[src/rtl/potq_pkg.sv]
// ----------------------------------------------------------------------------
// potq_pkg
// Shared types and result codes for the priority-ordered task queue.
// ----------------------------------------------------------------------------
package potq_pkg;

  // One queued transfer task descriptor
  typedef struct packed {
    logic [7:0] prio;
    logic [7:0] byte_count;
    logic [7:0] handle;
    logic [3:0] slave;
    logic [7:0] options;
  } entry_t;

  // Per-cycle command broadcast to every cell of the row
  typedef struct packed {
    logic ins_en;   // commit an insert this cycle
    logic pop_en;   // commit a pop this cycle
  } cell_ctrl_t;

  // Result status codes
  localparam logic [2:0] STAT_OK       = 3'd0;
  localparam logic [2:0] STAT_TOO_BIG  = 3'd1;
  localparam logic [2:0] STAT_FULL     = 3'd2;
  localparam logic [2:0] STAT_OVERFLOW = 3'd3;
  localparam logic [2:0] STAT_EMPTY    = 3'd4;

  // Request kinds carried on the input side-band
  localparam logic REQ_INSERT = 1'b0;
  localparam logic REQ_POP    = 1'b1;

endpackage

[src/rtl/priority_ordered_task_queue.sv]
// ----------------------------------------------------------------------------
// priority_ordered_task_queue
// Bounded queue of transfer task descriptors kept sorted by priority.
// ----------------------------------------------------------------------------
// A request is captured in ST_IDLE, and in ST_CALC a row of QUEUE_DEPTH
// cells compares the new priority against every rank at once and shifts in
// a single step (back by one for an insert, forward by one for a pop).
// Only one request is in flight at a time. A new request is taken while
// the previous result still waits in the output register; the commit step
// holds until that register is free. Inserts land behind all tasks of
// equal or higher priority; an insert longer than MAX_TASK_BYTES or into a
// full queue leaves the queue unchanged. Every request returns exactly one
// result.
// ----------------------------------------------------------------------------
module priority_ordered_task_queue #(
  parameter int QUEUE_DEPTH    = 16,
  parameter int MAX_TASK_BYTES = 64
) (
  input  logic        clk,
  input  logic        rst,
  // request channel
  input  logic        s_tvalid,
  output logic        s_tready,
  // task_priority[7:0], byte_count[15:8], data_handle[23:16],
  // slave_id[27:24], option_bits[35:28], zero pad[39:36]
  input  logic [39:0] s_tdata,
  // req_type[0]
  input  logic [0:0]  s_tuser,
  // result channel
  output logic        m_tvalid,
  input  logic        m_tready,
  // status[2:0], slot_index[6:3], out_priority[14:7], out_byte_count[22:15],
  // out_data_handle[30:23], out_slave_id[34:31], out_option_bits[42:35],
  // queue_count[47:43]
  output logic [47:0] m_tdata
);
  import potq_pkg::*;

  localparam int OccW = $clog2(QUEUE_DEPTH + 1);
  localparam int IdxW = $clog2(QUEUE_DEPTH);

  typedef enum logic [1:0] {
    ST_IDLE = 2'b01,
    ST_CALC = 2'b10
  } state_t;

  state_t          state;
  logic            req_pop;
  entry_t          req_entry;
  logic [OccW-1:0] occ;
  logic [OccW-1:0] occ_next;

  cell_ctrl_t      ctrl;
  entry_t          entries [QUEUE_DEPTH];
  logic [QUEUE_DEPTH-1:0] ins_vec;
  logic [QUEUE_DEPTH-1:0] occupied;

  logic            commit;
  logic            too_big;
  logic            is_full;
  logic            queue_empty;
  logic [IdxW-1:0] slot_pos;
  logic [31:0]     slot_wide;
  logic [31:0]     count_wide;
  logic [2:0]      res_status;
  entry_t          res_entry;
  logic [3:0]      res_slot;

  // Accept a request whenever no other is in flight
  assign s_tready = (state == ST_IDLE);
  // Commit once the output register can take the result
  assign commit   = (state == ST_CALC) && (!m_tvalid || m_tready);

  always_ff @(posedge clk) begin
    if (rst) begin
      state <= ST_IDLE;
    end else begin
      unique case (state)
        ST_IDLE: if (s_tvalid) state <= ST_CALC;
        ST_CALC: if (commit)   state <= ST_IDLE;
        default:               state <= ST_IDLE;
      endcase
    end
  end

  // Capture the request payload
  always_ff @(posedge clk) begin
    if (s_tvalid && s_tready) begin
      req_pop              <= (s_tuser[0] == REQ_POP);
      req_entry.prio       <= s_tdata[7:0];
      req_entry.byte_count <= s_tdata[15:8];
      req_entry.handle     <= s_tdata[23:16];
      req_entry.slave      <= s_tdata[27:24];
      req_entry.options    <= s_tdata[35:28];
    end
  end

  assign too_big     = (32'(req_entry.byte_count) > MAX_TASK_BYTES);
  assign is_full     = (32'(occ) >= QUEUE_DEPTH);
  assign queue_empty = (occ == '0);

  assign ctrl.ins_en = commit && !req_pop && !too_big && !is_full;
  assign ctrl.pop_en = commit && req_pop && !queue_empty;

  // Row of cells: rank 0 is the head
  for (genvar i = 0; i < QUEUE_DEPTH; i++) begin : g_cell
    assign occupied[i] = (OccW'(i) < occ);

    potq_cell #(
      .IS_HEAD (i == 0)
    ) u_cell (
      .clk        (clk),
      .ctrl       (ctrl),
      .occupied   (occupied[i]),
      .prev_ins   ((i == 0) ? 1'b0 : ins_vec[(i == 0) ? 0 : i - 1]),
      .new_entry  (req_entry),
      .prev_entry (entries[(i == 0) ? 0 : i - 1]),
      .next_entry (entries[(i == QUEUE_DEPTH - 1) ? i : i + 1]),
      .entry      (entries[i]),
      .ins        (ins_vec[i])
    );
  end

  // Landing rank of the new task: the first cell that takes it
  always_comb begin
    slot_pos = '0;
    for (int i = 0; i < QUEUE_DEPTH; i++) begin
      if (ins_vec[i] && (i == 0 || !ins_vec[(i == 0) ? 0 : i - 1])) begin
        slot_pos = slot_pos | IdxW'(i);
      end
    end
  end

  always_comb begin
    occ_next = occ;
    if (ctrl.ins_en) begin
      occ_next = occ + OccW'(1);
    end else if (ctrl.pop_en) begin
      occ_next = occ - OccW'(1);
    end
  end

  always_ff @(posedge clk) begin
    if (rst) begin
      occ <= '0;
    end else begin
      occ <= occ_next;
    end
  end

  // Build the result word
  assign slot_wide  = 32'(slot_pos);
  assign count_wide = 32'(occ_next);

  always_comb begin
    res_status = STAT_OK;
    res_slot   = '0;
    res_entry  = '0;
    if (!req_pop) begin
      if (too_big) begin
        res_status = STAT_TOO_BIG;
      end else if (is_full) begin
        res_status = STAT_OVERFLOW;
      end else begin
        res_slot   = slot_wide[3:0];
        res_status = (32'(occ_next) == QUEUE_DEPTH) ? STAT_FULL : STAT_OK;
      end
    end else if (queue_empty) begin
      res_status = STAT_EMPTY;
    end else begin
      res_entry = entries[0];
    end
  end

  // Output register: hold until the result transfer completes
  always_ff @(posedge clk) begin
    if (rst) begin
      m_tvalid <= 1'b0;
    end else if (commit) begin
      m_tvalid <= 1'b1;
    end else if (m_tready) begin
      m_tvalid <= 1'b0;
    end
  end

  always_ff @(posedge clk) begin
    if (commit) begin
      m_tdata <= {count_wide[4:0], res_entry.options, res_entry.slave,
                  res_entry.handle, res_entry.byte_count, res_entry.prio,
                  res_slot, res_status};
    end
  end

  // Occupancy never exceeds the number of cells
  a_occ_bound: assert property (@(posedge clk) disable iff (rst)
    32'(occ) <= QUEUE_DEPTH)
    else $error("occupancy above queue depth");

  // A committed insert grows the queue by exactly one
  a_ins_grow: assert property (@(posedge clk) disable iff (rst)
    ctrl.ins_en |=> occ == $past(occ) + OccW'(1))
    else $error("insert did not grow occupancy");

  // A committed pop shrinks the queue by exactly one
  a_pop_shrink: assert property (@(posedge clk) disable iff (rst)
    ctrl.pop_en |=> occ == $past(occ) - OccW'(1))
    else $error("pop did not shrink occupancy");

  // A new result only appears right after the commit step
  a_res_src: assert property (@(posedge clk) disable iff (rst)
    $rose(m_tvalid) |-> $past(state == ST_CALC))
    else $error("result without commit");

endmodule

[src/rtl/potq_cell.sv]
// ----------------------------------------------------------------------------
// potq_cell
// One rank of the sorted queue: holds an entry, compares it against the
// incoming priority and takes the new entry or a neighbor's on commit.
// ----------------------------------------------------------------------------
module potq_cell #(
  parameter bit IS_HEAD = 1'b0
) (
  input  logic                clk,
  input  potq_pkg::cell_ctrl_t ctrl,
  input  logic                occupied,
  input  logic                prev_ins,
  input  potq_pkg::entry_t    new_entry,
  input  potq_pkg::entry_t    prev_entry,
  input  potq_pkg::entry_t    next_entry,
  output potq_pkg::entry_t    entry,
  output logic                ins
);
  import potq_pkg::*;

  logic first;

  // New task goes at or before this rank
  assign ins   = !occupied || (new_entry.prio > entry.prio);
  // This rank is where the new task lands
  assign first = ins && (IS_HEAD || !prev_ins);

  always_ff @(posedge clk) begin
    if (ctrl.ins_en && ins) begin
      entry <= first ? new_entry : prev_entry;
    end else if (ctrl.pop_en) begin
      entry <= next_entry;
    end
  end

endmodule

[config.mk]
export PLATFORM = sky130hd
export DESIGN_NAME = priority_ordered_task_queue
export DESIGN_NICKNAME = d
export VERILOG_FILES = /design/src/rtl/potq_pkg.sv /design/src/rtl/priority_ordered_task_queue.sv /design/src/rtl/potq_cell.sv
export SDC_FILE = /design/constraint.sdc
export NUM_CORES = 2
export LEC_CHECK = 0
export BUFFER_PORTS_ARGS = -buffer_cell sky130_fd_sc_hd__buf_2
export CAP_MARGIN = 25
export CORE_MARGIN = 1.5
export CORE_UTILIZATION = 47
export DETAILED_ROUTE_END_ITERATION = 8
export SLEW_MARGIN = 20
export SYNTH_ARGS = -nofsm -noshare
export SYNTH_HDL_FRONTEND = slang
export SYNTH_SLANG_ARGS = --single-unit
[constraint.sdc]
create_clock -name clk -period 6.77 [get_ports clk]
set_input_delay 0.677 -clock clk [delete_from_list [all_inputs] [get_ports clk]]
set_output_delay 0.677 -clock clk [all_outputs]
set_load 0.01 [all_outputs]
==> impl.org <==
** Outcome
- The run finished with clean final reports.

** Worst setup path
- The worst setup path is captured at a flip-flop.
- The most critical setup path has its startpoint at req_entry[28].
- Worst flop-to-flop path startpoint :: req_entry[28]
- Arr. time, crit path :: 4.81 ns
- Class of the most critical setup path :: reg2reg
- Endpoint required time on the critical path :: 7.10 ns
- In this run the worst path has a maximum fanout of 73.
- Critical path launch point type :: flip-flop

** Synth
- Sequential element share of the synthesized area :: 56.4%
- Largest area contributor in the netlist :: edfxtp_1
- The share of synthesized area in the top cell type comes to 56.0%.
- Average size of a mapped cell :: around 11 µm²
- For this run, the number of Yosys warnings is 0.
- Number of unique standard cell types used by synthesis :: 60
- Compound-gate portion of the synthesized area :: 10.5%
- Count of flip-flops with a built-in enable after synthesis :: between 600 and 700
- Share of synthesized area spent on multiplexers :: between 10% and 20%
- After technology mapping, the gate count stands at 3117.
- In the synthesized netlist, the cells that appear most often are edfxtp_1, nand2_1, o21ai_0.
- In this run, synthesis produced a sequential element count of 669.
- After synthesis, the largest family of logic cells by area is multiplexers.
- Top post-synthesis cells by area :: edfxtp_1, mux2i_1, o21ai_0, nand2_1, ha_1
- Summing the areas of all fa, ha and maj instances in the mapped netlist gives under 10% of the synthesized area.
- Post-synthesis share of cell area spent on and, or, nand and nor gates :: ~9%
- The synthesized netlist devotes 0.0741% of its cell area to XOR and XNOR gates.
- Post-synth design cell area :: 0.0355 mm²
- Syn Nets :: around 3.3k
- Among all flip-flop cells after synthesis, the most frequent one is edfxtp_1.
- Most common cell in the synthesized netlist :: edfxtp_1
- Proportion of register bits with asynchronous set or reset after synthesis :: 0%

** Placed design
- Summed over all nets, the half-perimeter wirelength after detailed placement is 59100 µm.
- Final weighted congestion in routability-driven placement :: 0.846
- Number of input and output port buffers inserted :: 90

** CTS
- After clock tree synthesis, the repair step resized 0 gates.
- Num Clock Sinks :: 669
- CTS placed an instance of clkbuf_16 at the clock tree root.
- The number of setup buffers added after CTS is 0.
- The clock passes through at most 3 buffers.
- Source-to-sink clock delay at the later pin of the worst-skew pair :: 0.62 ns
- For this design, the CTS-stage hold fixing added 0 buffers.
- Clk pin slew, worst setup/hold paths :: 0.06 ns
- H-tree depth :: 3
- Inserted Clock Buffers :: 75
- CTS tree :: built

** Final layout
- P&R area growth vs syn :: 10.4%
- Cells fill a little over half of the core in the end.
- Nets :: 3295
- N_diodes :: 0
- Of the cells placed in the final design, the portion with a size suffix greater than 1 is 11.4%.

** Worst hold path
- The worst hold path begins at s_tdata[17].
- The min-delay analysis places its worst path in the category in2reg.

** Power and ir drop
- Dividing total power by cell area gives a power density of 225 mW/mm².
- Summed over all cells, the static leakage comes to 15.9 nW.
- VDD sags by at most about 0.19 mV.

** Timing
- Measured slew at the worst slew-check pin :: 1.00 ns
- The number of hold violations in the final report is 0.
- RSZ-0062 raised after global routing :: no
- Clock skew on the completed layout was measured at 0.0172 ns.
- Clock period minus final worst setup slack :: 4.48 ns
- The final critical path takes up 66.2% of the cycle.
- Max-slew violation count :: 0
- Tightest slew margin relative to the limit :: 33.3%
- Total setup violations reported at the end of the flow :: 0
- Static timing analysis puts the maximum clock frequency at between 0.2 and 0.25 GHz.
- After routing, the total negative slack on setup checks comes to 0 ns.

** Flow run
- Across the run, the number of max-cap violations was 0.

** Floorplanning
- The floorplan has 100 rows.
- Measured along the y axis, the die boundary spans 278 µm.
- The floorplan step set the die width to 278 µm.
- Area enclosed by the die boundary :: 0.0771 mm²
- Starting utilization of the core area :: 47.5%
- Top Ports :: 95
- The region available for standard cell placement spans 0.0746 mm².

** Global route
- Global routing met3 resource utilization :: 2.82%
- Total routing usage reported by global routing :: between 20% and 30%
- The number of global-route vias before repair came to between 20k and 30k.
- The layer flagged by global routing as most heavily used is met2.
- Met1 global-route usage :: 28.0%
- Largest net degree at the start of global routing :: 74
- Met2 track demand over resource in global routing :: 38.9%
- Global-route wire length before repair :: 137000 µm
- The initial antenna violation count was 0.
- The total overflow left after global routing is 0.

** Routing
- Per-cell routed wire length :: 20.6 µm
- The routed layout has 24.2k vias.
- Routed via count divided by cell count :: 5.83
- Initial DRT Pass Iterations :: 5
- Number of nets with antenna violations after detailed routing :: 0
- DRT Wirelength :: 85600 µm
- Number of design-rule violations left by the first detailed-router iteration :: between 1.5k and 2k
- For this run, design rule violations remaining after detail routing come to 0.
## worst max-delay path, stage by stage, from the launching register on
cell	delay, ns
edfxtp_1	0.66
inv_1	0.83
ha_1	0.29
and4b_1	0.20
a211oi_1	0.23
o211ai_1	0.11
a21oi_1	0.28
nand2b_2	0.17
buf_4	0.52
nand2_1	0.44
buf_4	0.39
## kinds of logic after synthesis
| family | Yosys count |
|---|---|
| buffers and inverters | 358 |
| multiplexers | 530 |
| XOR/XNOR | 3 |
| adder cells (fa/ha/maj) | 132 |
| flip-flops | 669 |
| AO/OA/AOI/OAI | 687 |
| AND/OR/NAND/NOR | 738 |
## through the flow
step | cell area, µm² | hold WS [ns] | power, W | std cells | setup WS (ns)
global route | 39100 | 0.194 | 0.00904 | 4147 | 1.95
global placement | 36700 | 0.514 | 0.00490 | 4006 | 2.26
CTS | 39100 | 0.191 | 0.00887 | 4146 | 2.15
floorplan | 35500 | 0.476 | 0.00481 | 3117 | 1.37
finish | 39100 | 0.227 | 0.00879 | 4147 | 2.29
detailed placement | 36800 | 0.512 | 0.00492 | 4009 | 2.19
## final cells by class
| class | count | area [µm²] |
|---|---|---|
| Timing Repair Buffer | 158 | 1010 |
| Tap cell | 969 | 1210 |
| Fill cell | 6547 | 35400 |
| Clock inverter | 39 | 283 |
| Clock buffer | 98 | 2050 |
| Sequential cell | 669 | 20000 |
| Inverter | 124 | 465 |
| Multi-Input combinational cell | 2090 | 14100 |
## placed cells by master (no fill, tap or decap), types with 8 or more instances in the layout
master | netlist | layout
clkinv_1 | 0 | 21
nand2b_2 | 0 | 8
buf_4 | 4 | 64
o21a_1 | 11 | 10
clkinv_2 | 0 | 9
buf_2 | 59 | 90
ha_1 | 132 | 132
mux2_2 | 62 | 62
mux2i_1 | 460 | 460
a211oi_1 | 10 | 10
a21o_1 | 14 | 14
o22ai_1 | 42 | 41
nor2b_1 | 14 | 14
mux2_1 | 8 | 8
nand2b_1 | 22 | 14
nand3_1 | 10 | 10
edfxtp_1 | 661 | 661
a21oi_1 | 90 | 89
inv_1 | 124 | 124
clkbuf_16 | 0 | 78
o21ai_0 | 478 | 477
clkbuf_1 | 159 | 18
nand4_1 | 27 | 27
and3_1 | 38 | 38
nor2_1 | 73 | 72
dfxtp_1 | 8 | 8
nand2_1 | 519 | 512
## worst paths after layout
kind	end	slack, ns	depth (start not counted)
max	g_cell[3].u_cell.entry[9]	2.29	10
min	req_entry[13]	0.23	1
max reg2reg	g_cell[3].u_cell.entry[9]	2.29	10
min reg2reg	g_cell[14].u_cell.entry[21]	0.53	2
## state kept, by name, summed over array words and instances (netlist names)
register and cells:
g_cell.u_cell.entry 576, m_tvalid 1, req_entry 36, req_pop 1, occ 5, state 2, m_tdata 48
## routing by layer
metal  wire [µm]  part of all wire (%)  up-vias
met5           0                     0        -
met4        2250                   2.6        0
met3        2700                   3.2      159
met2       43400                    51      453
li1            -                     -    11400
met1       37200                    43    12100
## where the power goes
| group | leakage [nW] | internal, W | total (W) | switching, W |
|---|---|---|---|---|
| clock | 1.13 | 0.00225 | 0.00396 | 0.00171 |
| combinational | 8.80 | 0.0000918 | 0.000239 | 0.000147 |
| sequential | 5.98 | 0.00453 | 0.00459 | 0.0000656 |
| total | 15.9 | 0.00687 | 0.00879 | 0.00192 |
(Power assumes the default switching activity.)
